### src/hw/rtl/ets_pkg.sv
// ets_pkg: shared widths, reciprocal constants, calendar tables and result structs
// for the epoch seconds to calendar pipeline; used by every ets_* module and the top level
package ets_pkg;

    localparam int SECONDS_W   = 32;
    localparam int OUT_TDATA_W = 48;
    localparam int DAYS_W      = 16;
    localparam int SOD_W       = 17;
    localparam int YIDX_W      = 8;
    localparam int YDAY_W      = 9;
    localparam int PIPE_DEPTH  = 7;

    localparam logic [16:0] SECS_PER_DAY  = 17'd86400;
    localparam logic [11:0] SECS_PER_HOUR = 12'd3600;
    localparam logic [5:0]  SECS_PER_MIN  = 6'd60;
    localparam logic [2:0]  DAYS_PER_WEEK = 3'd7;

    // floor(2^32 / 675): days = (t >> 7) / 675, estimate is exact or one low
    localparam logic [22:0] DAY_RECIP     = 23'd6362914;
    // ceil(2^20 / 225): hour = (sod >> 4) / 225, exact for sod < 86400
    localparam logic [12:0] HOUR_RECIP    = 13'd4661;
    // ceil(2^14 / 15): minute = (secs >> 2) / 15, exact for secs < 3600
    localparam logic [10:0] MIN_RECIP     = 11'd1093;
    // ceil(2^19 / 7): exact for the whole day range
    localparam logic [16:0] WDAY_RECIP    = 17'd74899;
    // floor(2^24 / 366): year index estimate, never high, at most one low
    localparam logic [15:0] YEAR_RECIP    = 16'd45839;

    localparam logic [2:0]  EPOCH_WEEKDAY   = 3'd4;
    localparam logic [7:0]  CAL_YEAR_OFS    = 8'd70;
    localparam logic [7:0]  NO_LEAP_CENTURY = 8'd200;

    localparam int FIRST_YEAR   = 1970;
    localparam int NO_LEAP_YEAR = 2100;
    localparam int YEAR_COUNT   = 138;

    typedef logic [DAYS_W-1:0] t_year_table [YEAR_COUNT];
    typedef logic [YDAY_W-1:0] t_month_table [12];

    // days from the epoch to 1 january of each year 1970 .. 2107
    function automatic t_year_table build_year_table();
        t_year_table tbl;
        int          acc;
        int          yr;
        acc = 0;
        for (int n = 0; n < YEAR_COUNT; n++) begin
            tbl[n] = DAYS_W'(acc);
            yr     = FIRST_YEAR + n;
            acc    = acc + ((((yr & 3) == 0) && (yr != NO_LEAP_YEAR)) ? 366 : 365);
        end
        return tbl;
    endfunction

    localparam t_year_table YEAR_START = build_year_table();

    localparam t_month_table MONTH_START = '{
        9'd0, 9'd31, 9'd59, 9'd90, 9'd120, 9'd151,
        9'd181, 9'd212, 9'd243, 9'd273, 9'd304, 9'd334
    };

    // first day of year of a month, one later from march on in a leap year
    function automatic logic [YDAY_W-1:0] month_start(input logic [3:0] m, input logic leap);
        logic [YDAY_W-1:0] base;
        base = (m < 4'd12) ? MONTH_START[m] : MONTH_START[0];
        return base + YDAY_W'(leap && (m >= 4'd2));
    endfunction

    typedef struct packed {
        logic [4:0] hour;
        logic [5:0] minute;
        logic [5:0] second;
    } t_clock;

    typedef struct packed {
        logic [2:0] weekday;
        logic [8:0] day_of_year;
        logic [7:0] years_since_1900;
        logic [3:0] month_index;
        logic [4:0] day_of_month;
    } t_date;

endpackage

### src/hw/rtl/epoch_seconds_to_calendar.sv
// epoch_seconds_to_calendar: top level, stream ports, valid pipeline and result packing
// depends on ets_pkg, ets_day_split, ets_clock, ets_date
//
// Converts an unsigned 32-bit count of seconds since 1970-01-01 00:00:00 UTC into
// the Gregorian UTC calendar breakdown, one result word per input word.
// Input stream: i_s_tdata carries the seconds; a word is taken when i_s_tvalid
// and o_s_tready are both high. Output stream: o_m_tdata carries the eight
// calendar fields; a word leaves when o_m_tvalid and i_m_tready are both high.
// Seven register stages lie between the accepting edge and o_m_tvalid; a word can
// leave once it reaches the last stage. Three stages split
// seconds into days and seconds of day, four more derive time of day and date
// from parallel reciprocal multipliers and constant year and month tables.
// Throughput is one word per cycle while the receiver does not stall; every stage holds one word.
// When the receiver stalls with a word waiting at the output, the whole pipeline
// holds and o_s_tready drops in the same cycle; nothing is lost or repeated.
// Reset clears only the stage valid bits; the block keeps no other state.
module epoch_seconds_to_calendar (
    input  logic                            i_clk,
    input  logic                            i_rst_n,
    input  logic                            i_s_tvalid,
    output logic                            o_s_tready,
    // [31:0] unix_seconds
    input  logic [ets_pkg::SECONDS_W-1:0]   i_s_tdata,
    output logic                            o_m_tvalid,
    input  logic                            i_m_tready,
    // [5:0] second, [11:6] minute, [16:12] hour, [21:17] day_of_month,
    // [25:22] month_index, [33:26] years_since_1900, [42:34] day_of_year,
    // [45:43] weekday, [47:46] zero
    output logic [ets_pkg::OUT_TDATA_W-1:0] o_m_tdata
);

    localparam int LAST = ets_pkg::PIPE_DEPTH - 1;

    logic [ets_pkg::PIPE_DEPTH-1:0] r_vld;
    logic                           w_en;
    logic [ets_pkg::DAYS_W-1:0]     w_days;
    logic [ets_pkg::SOD_W-1:0]      w_sod;
    ets_pkg::t_clock                w_clock;
    ets_pkg::t_date                 w_date;

    // advance unless the output word is held by the receiver
    assign w_en       = !r_vld[LAST] || i_m_tready;
    assign o_s_tready = w_en;
    assign o_m_tvalid = r_vld[LAST];

    always_ff @(posedge i_clk) begin
        if (!i_rst_n) begin
            r_vld <= '0;
        end else if (w_en) begin
            r_vld <= {r_vld[LAST-1:0], i_s_tvalid};
        end
    end

    ets_day_split u_day_split (
        .i_clk     (i_clk),
        .i_en      (w_en),
        .i_seconds (i_s_tdata),
        .o_days    (w_days),
        .o_sod     (w_sod)
    );

    ets_clock u_clock (
        .i_clk   (i_clk),
        .i_en    (w_en),
        .i_sod   (w_sod),
        .o_clock (w_clock)
    );

    ets_date u_date (
        .i_clk  (i_clk),
        .i_en   (w_en),
        .i_days (w_days),
        .o_date (w_date)
    );

    assign o_m_tdata = {2'b00, w_date.weekday, w_date.day_of_year,
                        w_date.years_since_1900, w_date.month_index,
                        w_date.day_of_month, w_clock.hour, w_clock.minute,
                        w_clock.second};

    a_clock_range: assert property (@(posedge i_clk) disable iff (!i_rst_n)
        o_m_tvalid |-> (w_clock.hour < 5'd24 && w_clock.minute < 6'd60
                        && w_clock.second < 6'd60))
        else $error("time of day out of range");

    a_date_range: assert property (@(posedge i_clk) disable iff (!i_rst_n)
        o_m_tvalid |-> (w_date.day_of_month != 5'd0 && w_date.month_index < 4'd12
                        && w_date.weekday < 3'd7))
        else $error("date field out of range");

    a_january: assert property (@(posedge i_clk) disable iff (!i_rst_n)
        (o_m_tvalid && w_date.month_index == 4'd0)
            |-> (w_date.day_of_year == 9'(w_date.day_of_month) - 9'd1))
        else $error("day of year disagrees with day of month in january");

    a_fill: assert property (@(posedge i_clk) disable iff (!i_rst_n)
        (i_s_tvalid && o_s_tready) |=> r_vld[0])
        else $error("accepted word not marked valid in first stage");

endmodule

### src/hw/rtl/ets_day_split.sv
// ets_day_split: stages 1 to 3, splits epoch seconds into whole days and seconds of day
// depends on ets_pkg
module ets_day_split (
    input  logic                         i_clk,
    input  logic                         i_en,
    input  logic [ets_pkg::SECONDS_W-1:0] i_seconds,
    output logic [ets_pkg::DAYS_W-1:0]    o_days,
    output logic [ets_pkg::SOD_W-1:0]     o_sod
);

    logic [ets_pkg::SECONDS_W-1:0] r_s1_t;
    logic [ets_pkg::DAYS_W-1:0]    r_s1_q;
    logic [ets_pkg::SECONDS_W-1:0] r_s2_t;
    logic [ets_pkg::DAYS_W-1:0]    r_s2_q;
    logic [ets_pkg::SECONDS_W-1:0] r_s2_prod;
    logic [ets_pkg::DAYS_W-1:0]    r_s3_days;
    logic [ets_pkg::SOD_W-1:0]     r_s3_sod;

    logic [47:0]                   n_s1_prod;
    logic [ets_pkg::DAYS_W-1:0]    n_s1_q;
    logic [32:0]                   n_s2_full;
    logic [ets_pkg::SECONDS_W-1:0] n_s2_prod;
    logic [ets_pkg::SECONDS_W-1:0] n_s3_diff_w;
    logic [17:0]                   n_s3_diff;
    logic [ets_pkg::DAYS_W-1:0]    n_s3_days;
    logic [ets_pkg::SOD_W-1:0]     n_s3_sod;

    always_comb begin
        // 86400 = 675 * 128, so divide the upper 25 bits by 675
        n_s1_prod = 48'(i_seconds[31:7]) * 48'(ets_pkg::DAY_RECIP);
        n_s1_q    = n_s1_prod[47:32];

        n_s2_full = 33'(r_s1_q) * 33'(ets_pkg::SECS_PER_DAY);
        n_s2_prod = n_s2_full[31:0];

        // remainder below twice a day: one correction step
        n_s3_diff_w = r_s2_t - r_s2_prod;
        n_s3_diff   = n_s3_diff_w[17:0];
        if (n_s3_diff >= 18'(ets_pkg::SECS_PER_DAY)) begin
            n_s3_days = r_s2_q + 16'd1;
            n_s3_sod  = 17'(n_s3_diff - 18'(ets_pkg::SECS_PER_DAY));
        end else begin
            n_s3_days = r_s2_q;
            n_s3_sod  = n_s3_diff[16:0];
        end
    end

    always_ff @(posedge i_clk) begin
        if (i_en) begin
            r_s1_t    <= i_seconds;
            r_s1_q    <= n_s1_q;
            r_s2_t    <= r_s1_t;
            r_s2_q    <= r_s1_q;
            r_s2_prod <= n_s2_prod;
            r_s3_days <= n_s3_days;
            r_s3_sod  <= n_s3_sod;
        end
    end

    assign o_days = r_s3_days;
    assign o_sod  = r_s3_sod;

endmodule

### src/hw/rtl/ets_clock.sv
// ets_clock: stages 4 to 7, hour, minute and second from the seconds of day
// depends on ets_pkg
module ets_clock (
    input  logic                      i_clk,
    input  logic                      i_en,
    input  logic [ets_pkg::SOD_W-1:0] i_sod,
    output ets_pkg::t_clock           o_clock
);

    logic [ets_pkg::SOD_W-1:0] r_s4_sod;
    logic [4:0]                r_s4_hour;
    logic [4:0]                r_s5_hour;
    logic [11:0]               r_s5_ms;
    logic [4:0]                r_s6_hour;
    logic [11:0]               r_s6_ms;
    logic [5:0]                r_s6_minute;
    ets_pkg::t_clock           r_s7_clock;

    logic [25:0]               n_s4_prod;
    logic [16:0]               n_s5_hsecs;
    logic [16:0]               n_s5_diff;
    logic [20:0]               n_s6_prod;
    logic [11:0]               n_s7_msecs;
    logic [11:0]               n_s7_diff;

    always_comb begin
        n_s4_prod  = 26'(i_sod[16:4]) * 26'(ets_pkg::HOUR_RECIP);
        n_s5_hsecs = 17'(r_s4_hour) * 17'(ets_pkg::SECS_PER_HOUR);
        n_s5_diff  = r_s4_sod - n_s5_hsecs;
        n_s6_prod  = 21'(r_s5_ms[11:2]) * 21'(ets_pkg::MIN_RECIP);
        n_s7_msecs = 12'(r_s6_minute) * 12'(ets_pkg::SECS_PER_MIN);
        n_s7_diff  = r_s6_ms - n_s7_msecs;
    end

    always_ff @(posedge i_clk) begin
        if (i_en) begin
            r_s4_sod           <= i_sod;
            r_s4_hour          <= n_s4_prod[24:20];
            r_s5_hour          <= r_s4_hour;
            r_s5_ms            <= n_s5_diff[11:0];
            r_s6_hour          <= r_s5_hour;
            r_s6_ms            <= r_s5_ms;
            r_s6_minute        <= n_s6_prod[19:14];
            r_s7_clock.hour    <= r_s6_hour;
            r_s7_clock.minute  <= r_s6_minute;
            r_s7_clock.second  <= n_s7_diff[5:0];
        end
    end

    assign o_clock = r_s7_clock;

endmodule

### src/hw/rtl/ets_date.sv
// ets_date: stages 4 to 7, weekday, year, day of year, month and day from the day count
// depends on ets_pkg (year start and month start tables)
module ets_date (
    input  logic                       i_clk,
    input  logic                       i_en,
    input  logic [ets_pkg::DAYS_W-1:0] i_days,
    output ets_pkg::t_date             o_date
);

    logic [ets_pkg::DAYS_W-1:0] r_s4_days;
    logic [ets_pkg::YIDX_W-1:0] r_s4_est;
    logic [ets_pkg::DAYS_W-1:0] r_s4_w;
    logic [12:0]                r_s4_q7;
    logic [7:0]                 r_s5_years;
    logic [ets_pkg::YDAY_W-1:0] r_s5_yday;
    logic [2:0]                 r_s5_wday;
    logic [7:0]                 r_s6_years;
    logic [ets_pkg::YDAY_W-1:0] r_s6_yday;
    logic [2:0]                 r_s6_wday;
    logic [3:0]                 r_s6_month;
    logic                       r_s6_leap;
    ets_pkg::t_date             r_s7_date;

    logic [31:0]                n_s4_yprod;
    logic [ets_pkg::DAYS_W-1:0] n_s4_w;
    logic [31:0]                n_s4_wprod;
    logic [ets_pkg::YIDX_W-1:0] n_s5_next;
    logic [ets_pkg::DAYS_W-1:0] n_s5_lo;
    logic [ets_pkg::DAYS_W-1:0] n_s5_hi;
    logic [ets_pkg::YIDX_W-1:0] n_s5_idx;
    logic [ets_pkg::DAYS_W-1:0] n_s5_yday;
    logic [ets_pkg::DAYS_W-1:0] n_s5_w7;
    logic [ets_pkg::DAYS_W-1:0] n_s5_wday;
    logic                       n_s6_leap;
    logic [3:0]                 n_s6_month;
    logic [ets_pkg::YDAY_W-1:0] n_s7_day;

    always_comb begin
        n_s4_yprod = 32'(i_days) * 32'(ets_pkg::YEAR_RECIP);
        n_s4_w     = i_days + 16'(ets_pkg::EPOCH_WEEKDAY);
        n_s4_wprod = 32'(n_s4_w) * 32'(ets_pkg::WDAY_RECIP);

        // the estimate is the year or the one before it
        n_s5_next = r_s4_est + 8'd1;
        n_s5_lo   = ets_pkg::YEAR_START[r_s4_est];
        n_s5_hi   = ets_pkg::YEAR_START[n_s5_next];
        if (r_s4_days >= n_s5_hi) begin
            n_s5_idx  = n_s5_next;
            n_s5_yday = r_s4_days - n_s5_hi;
        end else begin
            n_s5_idx  = r_s4_est;
            n_s5_yday = r_s4_days - n_s5_lo;
        end
        n_s5_w7   = 16'(r_s4_q7) * 16'(ets_pkg::DAYS_PER_WEEK);
        n_s5_wday = r_s4_w - n_s5_w7;

        // 1900 + y is divisible by 4 exactly when y is; 2100 is the only skipped century
        n_s6_leap  = (r_s5_years[1:0] == 2'd0) && (r_s5_years != ets_pkg::NO_LEAP_CENTURY);
        n_s6_month = 4'd0;
        for (int m = 1; m < 12; m++) begin
            n_s6_month = n_s6_month
                       + 4'(r_s5_yday >= ets_pkg::month_start(4'(m), n_s6_leap));
        end

        n_s7_day = r_s6_yday - ets_pkg::month_start(r_s6_month, r_s6_leap) + 9'd1;
    end

    always_ff @(posedge i_clk) begin
        if (i_en) begin
            r_s4_days  <= i_days;
            r_s4_est   <= n_s4_yprod[31:24];
            r_s4_w     <= n_s4_w;
            r_s4_q7    <= n_s4_wprod[31:19];
            r_s5_years <= ets_pkg::CAL_YEAR_OFS + n_s5_idx;
            r_s5_yday  <= n_s5_yday[ets_pkg::YDAY_W-1:0];
            r_s5_wday  <= n_s5_wday[2:0];
            r_s6_years <= r_s5_years;
            r_s6_yday  <= r_s5_yday;
            r_s6_wday  <= r_s5_wday;
            r_s6_month <= n_s6_month;
            r_s6_leap  <= n_s6_leap;
            r_s7_date.weekday          <= r_s6_wday;
            r_s7_date.day_of_year      <= r_s6_yday;
            r_s7_date.years_since_1900 <= r_s6_years;
            r_s7_date.month_index      <= r_s6_month;
            r_s7_date.day_of_month     <= n_s7_day[4:0];
        end
    end

    assign o_date = r_s7_date;

endmodule
### config.mk
export PLATFORM = sky130hd
export DESIGN_NAME = epoch_seconds_to_calendar
export DESIGN_NICKNAME = d
export VERILOG_FILES = /design/src/hw/rtl/ets_pkg.sv /design/src/hw/rtl/epoch_seconds_to_calendar.sv /design/src/hw/rtl/ets_day_split.sv /design/src/hw/rtl/ets_clock.sv /design/src/hw/rtl/ets_date.sv
export SDC_FILE = /design/constraint.sdc
export NUM_CORES = 2
export LEC_CHECK = 0
export BUFFER_PORTS_ARGS = -buffer_cell sky130_fd_sc_hd__buf_2
export CAP_MARGIN = 10
export CORE_ASPECT_RATIO = 2
export CORE_UTILIZATION = 30
export DETAILED_ROUTE_END_ITERATION = 12
export GPL_ROUTABILITY_DRIVEN = 1
export GPL_TIMING_DRIVEN = 0
export HOLD_SLACK_MARGIN = 0.05
export REMOVE_ABC_BUFFERS = 1
export SETUP_SLACK_MARGIN = 0.15
export SLEW_MARGIN = 30
export SYNTH_ARGS = -nofsm -noshare
export SYNTH_HDL_FRONTEND = slang
export SYNTH_SLANG_ARGS = --single-unit
### constraint.sdc
create_clock -name i_clk -period 14.4 [get_ports i_clk]
set_clock_uncertainty 0.15 [all_clocks]
set_input_delay 0.72 -clock i_clk [delete_from_list [all_inputs] [get_ports i_clk]]
set_output_delay 0.72 -clock i_clk [all_outputs]
set_load 0.1 [all_outputs]
; After elaboration in Yosys (flattened, before gate mapping)
; Memory sizes are Yosys's and may differ from the RTL's.
; Cells that the tools add are included.
[totals]
ff_bits = 301
rom_bits = 8336
out_inout_bits = 50
elab_cells = 119
n_memories = 3
[memory_table]
columns = name, depth, word_bits, rd, rd_ports_with_merged_regs, wr, line_no
row1 = (name not given), 256, 16, 1, 0, 0, ets_date.sv:46  ; n_s5_hi = ets_pkg::YEAR_START[n_s5_next];
row2 = (name not given), 256, 16, 1, 0, 0, ets_date.sv:45  ; n_s5_lo = ets_pkg::YEAR_START[r_s4_est];
row3 = (name not given), 16, 9, 1, 0, 0, ets_pkg.sv:64  ; base = (m < 4'd12) ? MONTH_START[m] : MONTH_START[0];
[op_classes]
n_addsub = 34
mul = 9
magnitude_cmp = 18
n_eq_ne = 1
muxes = 11
bitwise_logic = 3
n_reduce_logical = 5
[ops]
columns = operator, count
row1 = $ge A9 B9 Y1, 10
row2 = $mux W16, 3
row3 = $mul A25 B22 Y47 const B, 1
row4 = $add A4 B1 Y4, 9
row5 = $add A8 B1 Y9 const A, 4
row6 = $mul A16 B16 Y32 const B, 1
row7 = $mul A16 B17 Y32 const B, 1
row8 = $add A9 B1 Y9 const A, 3
row9 = $mux W9, 3
row10 = $mul A13 B13 Y25 const B, 1
row11 = $mul A10 B11 Y20 const B, 1
row12 = $ge A18 B17 Y1 const B, 1
row13 = $ge A9 B9 Y1 const B, 2
row14 = $not A8 Y9, 2
row15 = $sub A18 B18 Y18, 1
row16 = $sub A9 B9 Y9, 2
row17 = $mux W17, 1
row18 = $sub A17 B17 Y17 const B, 1
row19 = $add A16 B1 Y16 const B, 1
row20 = $add A16 B3 Y16 const B, 1
row21 = $add A7 B1 Y8 const A, 2
row22 = $ge A16 B16 Y1, 1
row23 = $mul A16 B10 Y11 const B, 1
row24 = $mux W5, 3
row25 = other kinds (24), 25

; Longest topological paths before layout
[depth]
ltp_word = 14
depth_mapped = 36

; Cells and area by module
; Synthesis repeated with hierarchy kept, for this count alone.
[hier_totals]
hier_cells = 3302
hier_area_um2 = 35243.8
[by_module_without_submodules]
columns = module, n_inst, cells_per_inst, area_each_um2, seq_area_each_um2
row1 = ets_date, 1, 1746, 16319.4, 3062.9
row2 = ets_day_split, 1, 1045, 12703.4, 3333.2
row3 = ets_clock, 1, 483, 5934.4, 2042.0
row4 = epoch_seconds_to_calendar, 1, 28, 286.5, 140.1

; Worst setup path before layout
; Ideal clock, no wire load.
[synth_timing]
kind = reg-to-output
from = reg r_vld[6] in the netlist's numbering
to = out o_s_tready
t_arrival_ns = 7.130
required_ns = 13.530
slack_ns = 6.400
stages_incl_launch_ff = 4
n_path_buf = 1
path_cell_list = dfxtp_1 > nor2b_1 > clkbuf_1 > inv_1
[synth_between]
elab_chain_cells = 2
[synth_lines]
columns = item, line_no
row1 = start: declaration, epoch_seconds_to_calendar.sv:34  ; logic [ets_pkg::PIPE_DEPTH-1:0] r_vld;
row2 = start signal: assignment, epoch_seconds_to_calendar.sv:50  ; r_vld <= {r_vld[LAST-1:0], i_s_tvalid};
row3 = $logic_not A1 Y1, epoch_seconds_to_calendar.sv:42  ; assign w_en = !r_vld[LAST] || i_m_tready;
row4 = $logic_or A1 B1 Y1, epoch_seconds_to_calendar.sv:42
row5 = end: declaration, epoch_seconds_to_calendar.sv:21  ; output logic o_s_tready,
; Every way passes these cells.

; Final worst setup path
[layout_timing]
from = reg u_date.r_s4_est[1] in the netlist's numbering
to = reg u_date.r_s5_yday[8] in the netlist's numbering (data pin)
[layout_between]
elab_chain_cells = 7
word_cells_on_any_way = 13
cone_classes = add/sub: 3 / order compare: 1 / mux: 5 / bitwise: 2 / memory: 2
[layout_lines]
columns = item, line_no
row1 = start: declaration, ets_date.sv:11  ; logic [ets_pkg::YIDX_W-1:0] r_s4_est;
row2 = start signal: assignment, ets_date.sv:71  ; r_s4_est <= n_s4_yprod[31:24];
row3 = $add A8 B1 Y8, ets_date.sv:44  ; n_s5_next = r_s4_est + 8'd1;
row4 = $not A8 Y9 (not written as such), ets_date.sv:46
row5 = $mem_v2 Z256 W16, n/a
row6 = $mux W16 (not written as such) (2 in series), ets_date.sv:46
row7 = $ge A16 B16 Y1 or $sub A9 B9 Y9 (tied branches), "ets_date.sv:47, ets_date.sv:49"
row8 = $mux W9 (*), ets_date.sv:47  ; if (r_s4_days >= n_s5_hi) begin
row9 = "net u_date.n_s5_yday, one bit", ets_date.sv:31  ; logic [ets_pkg::DAYS_W-1:0] n_s5_yday;
row10 = end signal: assignment, ets_date.sv:75  ; r_s5_yday <= n_s5_yday[ets_pkg::YDAY_W-1:0];
row11 = end: declaration, ets_date.sv:15  ; logic [ets_pkg::YDAY_W-1:0] r_s5_yday;
; Mark *: on every way through the listed nets, which the timed path passes. The rest lies on a longest branch. The select of a mux whose other input is x is not followed.
; A chain may end at the register's enable or synchronous reset.

==> metrics.md <==
| Metric | Value |
|---|---|
| Status | finished, final reports clean |
| Clk_lat worst skew | 610 ps |
| Final hold vios | 0 |
| Chip Height | 487 µm |
| Peak Freq | 100 MHz |
| Slew headroom | 0.241 |
| Yosys warnings | 0 |
| Reg2reg path depth | 27 |
| Slew Viols, Final | 0 |
| Crit Path Category | flip-flop to flip-flop |
| Number of synthesized flops with an enable pin | 281 |
| Crit-path max cell delay | 1010 ps |
| Sum Neg Setup Slack | 0 ps |
| CTS max path bufs | 3 |
| Unrepaired setup endpoints after global routing | no |
| Crit. End Element | flip-flop |
| Largest net degree at the start of global routing | 82 |
| Tcrit/Tclk final | 0.693 |
| GRT Util Overall | 0.142 |
| Residual DRC count | 0 |
| Num ports | 86 |
| Setup ws final | 4420 ps |
| Asr flop ratio synth | 0 |
| Number of nets with antenna violations after routing | 0 |
| Area Overhead vs Synth | 9.17% |
| WHS | 144 ps |
| Main combinational cell family by area after synthesis | adder cells |
| Delay-heaviest family, CP | compound AO/OA/AOI/OAI gates |
| Detailed placement HPWL | 66.7 mm |
| Slew @ Worst Pin | 1140 ps |
| Post-synthesis cell area | 0.0353 mm² |
| Final core occ | 0.330 |
| # resized after CTS | 0 |
| Starting Density | 0.303 |
| Routed WL | 82.7 mm |
| Share of layout cells above drive strength 1 | 0.0618 |
| Hold Path Class | input pin to flip-flop |
| Largest fanout on the critical path | 27 |
| Port Buf Inserts | 83 |
| First-pass GRT wire length | 134 mm |
| Cts bufs inserted | 27 |
| H-tree Lvls | 1 |
| Initial antenna violation count | 1 |
| Final setup viols | 0 |
| Most common cell after layout, fill and taps aside | ha_1 |
| Synth Area in XOR/XNOR | 0.0407 |
| Root Buffer | clkbuf_16 |
| Fin crit period | 9980 ps |
| CP required | 14610 ps |
| WL per Instance | 16.6 µm |
| #FFs+latches synth | 288 |
| Total grt overflow | 0 |
| Max cap viols | 0 |
| Num rows | 177 |
| Number of global-route vias before repair | 26.2k |
| Vias per cell | 4.93 |
| CP Launch Type | flip-flop |
| CP bufs+invs | 3 |
| Adder-cell share of the synthesized area | 0.443 |
| Compound-cell area share of the yosys netlist | 0.114 |
| Slowest-stage cell, CP | edfxtp_1 |
| Final GP Congestion | 0.933 |
| Worst hold path depth | 1 |
| Most frequent cells in the layout | ha_1, inv_1, fa_1, edfxtp_1, nand2_1 |
| TritonRoute pass-1 iters | 5 |
| Levels on crit path | 27 |
| Distinct cells, synth | 90 |
| CTS sink cnt | 288 |
| Iter 0 DRT Violations | 1052 |
| Critical Path AT | 10190 ps |
| Avg Inst Size Synth | 10.4 µm² |
| Die width | 244 µm |
| CTS Hold Bufs | 0 |
| Pre-CTS setup slack | 4570 ps |
| Sequential-to-total area share from yosys stat | 0.243 |
| Die ar. | 0.119 mm² |
| Core footprint | 0.116 mm² |
| Cells after synthesis | 3390 |
| Simple-gate area share of the yosys netlist | 0.0672 |
| Vias post-DR | 24.5k |
| Mux cell area share after synthesis | 0.00990 |
| NumNets Final | 4515 |
| Post-CTS Setup Bufs | 0 |
| Worst-path clk slew | 70 ps |
| CTS tree | yes |
| Synth Flop Type | edfxtp_1 |
==> per-stage QoR <==
step | instances | instance area (µm²)
floorplan | 3288 | 34800
global placement | 4892 | 37100
detailed placement | 4916 | 37600
CTS | 4966 | 38500
global route | 4966 | 38500
finish | 4967 | 38500
==> final cells by class <==
cell class	instances	area, µm²
multi-input combinational	2359	23900
fill	12000	78000
sequential	288	8580
inverter	641	2410
clock buffer	27	676
timing repair buffer	107	790
antenna	1	2.50
clock inverter	23	208
tap	1521	1900
==> cell usage after synthesis, drive strengths merged (14+ instances only) <==
| master | instances | area, µm² |
|---|---|---|
| nor2 | 146 | 553 |
| a21oi | 144 | 732 |
| o21a | 17 | 128 |
| nor2b | 22 | 138 |
| fa | 320 | 6410 |
| xor2 | 34 | 298 |
| nand4 | 26 | 163 |
| edfxtp | 281 | 8440 |
| a21boi | 15 | 116 |
| xnor2 | 128 | 1140 |
| a31oi | 20 | 131 |
| o211ai | 34 | 269 |
| o21bai | 15 | 113 |
| o311ai | 14 | 123 |
| o21ai | 152 | 764 |
| a221oi | 14 | 123 |
| buf | 54 | 293 |
| nand2 | 150 | 566 |
| a21o | 57 | 428 |
| nand3 | 44 | 233 |
| a211oi | 38 | 285 |
| clkbuf | 49 | 184 |
| nor3 | 30 | 150 |
| nand2b | 27 | 169 |
| inv | 638 | 2390 |
| ha | 735 | 9200 |
==> metal layers <==
metal,GRT usage,wire length [µm],vias up
met5,0,0,-
met4,0.0836,5230,0
met3,0.0101,2540,219
met2,0.291,47000,565
met1,0.133,27900,12000
li1,-,-,11700
==> sequential cells by signal, indices dropped and copies added (netlist names), 14 cells and up <==
name and count:
u_clock.o_clock 17, u_date.o_date 29, u_date.r_s4_days 14, u_day_split.o_days 16, u_day_split.o_sod 17, u_day_split.r_s1_q 16, u_day_split.r_s1_t 18, u_day_split.r_s2_q 16
u_day_split.r_s2_t 18
==> path summary, 6_finish.rpt <==
check,from,endpoint,slack [ps]
worst max-delay path,u_date.r_s4_est[1],u_date.r_s5_yday[8],4420
worst min-delay path,i_s_tdata[1],u_day_split.r_s1_t[1],140
worst max register to register,u_date.r_s4_est[1],u_date.r_s5_yday[8],4420
worst min register to register,u_clock.r_s6_minute[4],u_clock.o_clock[10],270
==> cells by family after synthesis <==
group                    Yosys count
XOR/XNOR                         162
AND/OR/NAND/NOR                  501
flip-flops                       288
other                              1
adder cells (fa/ha/maj)         1055
multiplexers                      26
AO/OA/AOI/OAI                    613
buffers and inverters            744
Power is left out: the tool's default activity adds up to more than one toggle a clock period on the data nets, which glitch-free logic cannot reach.
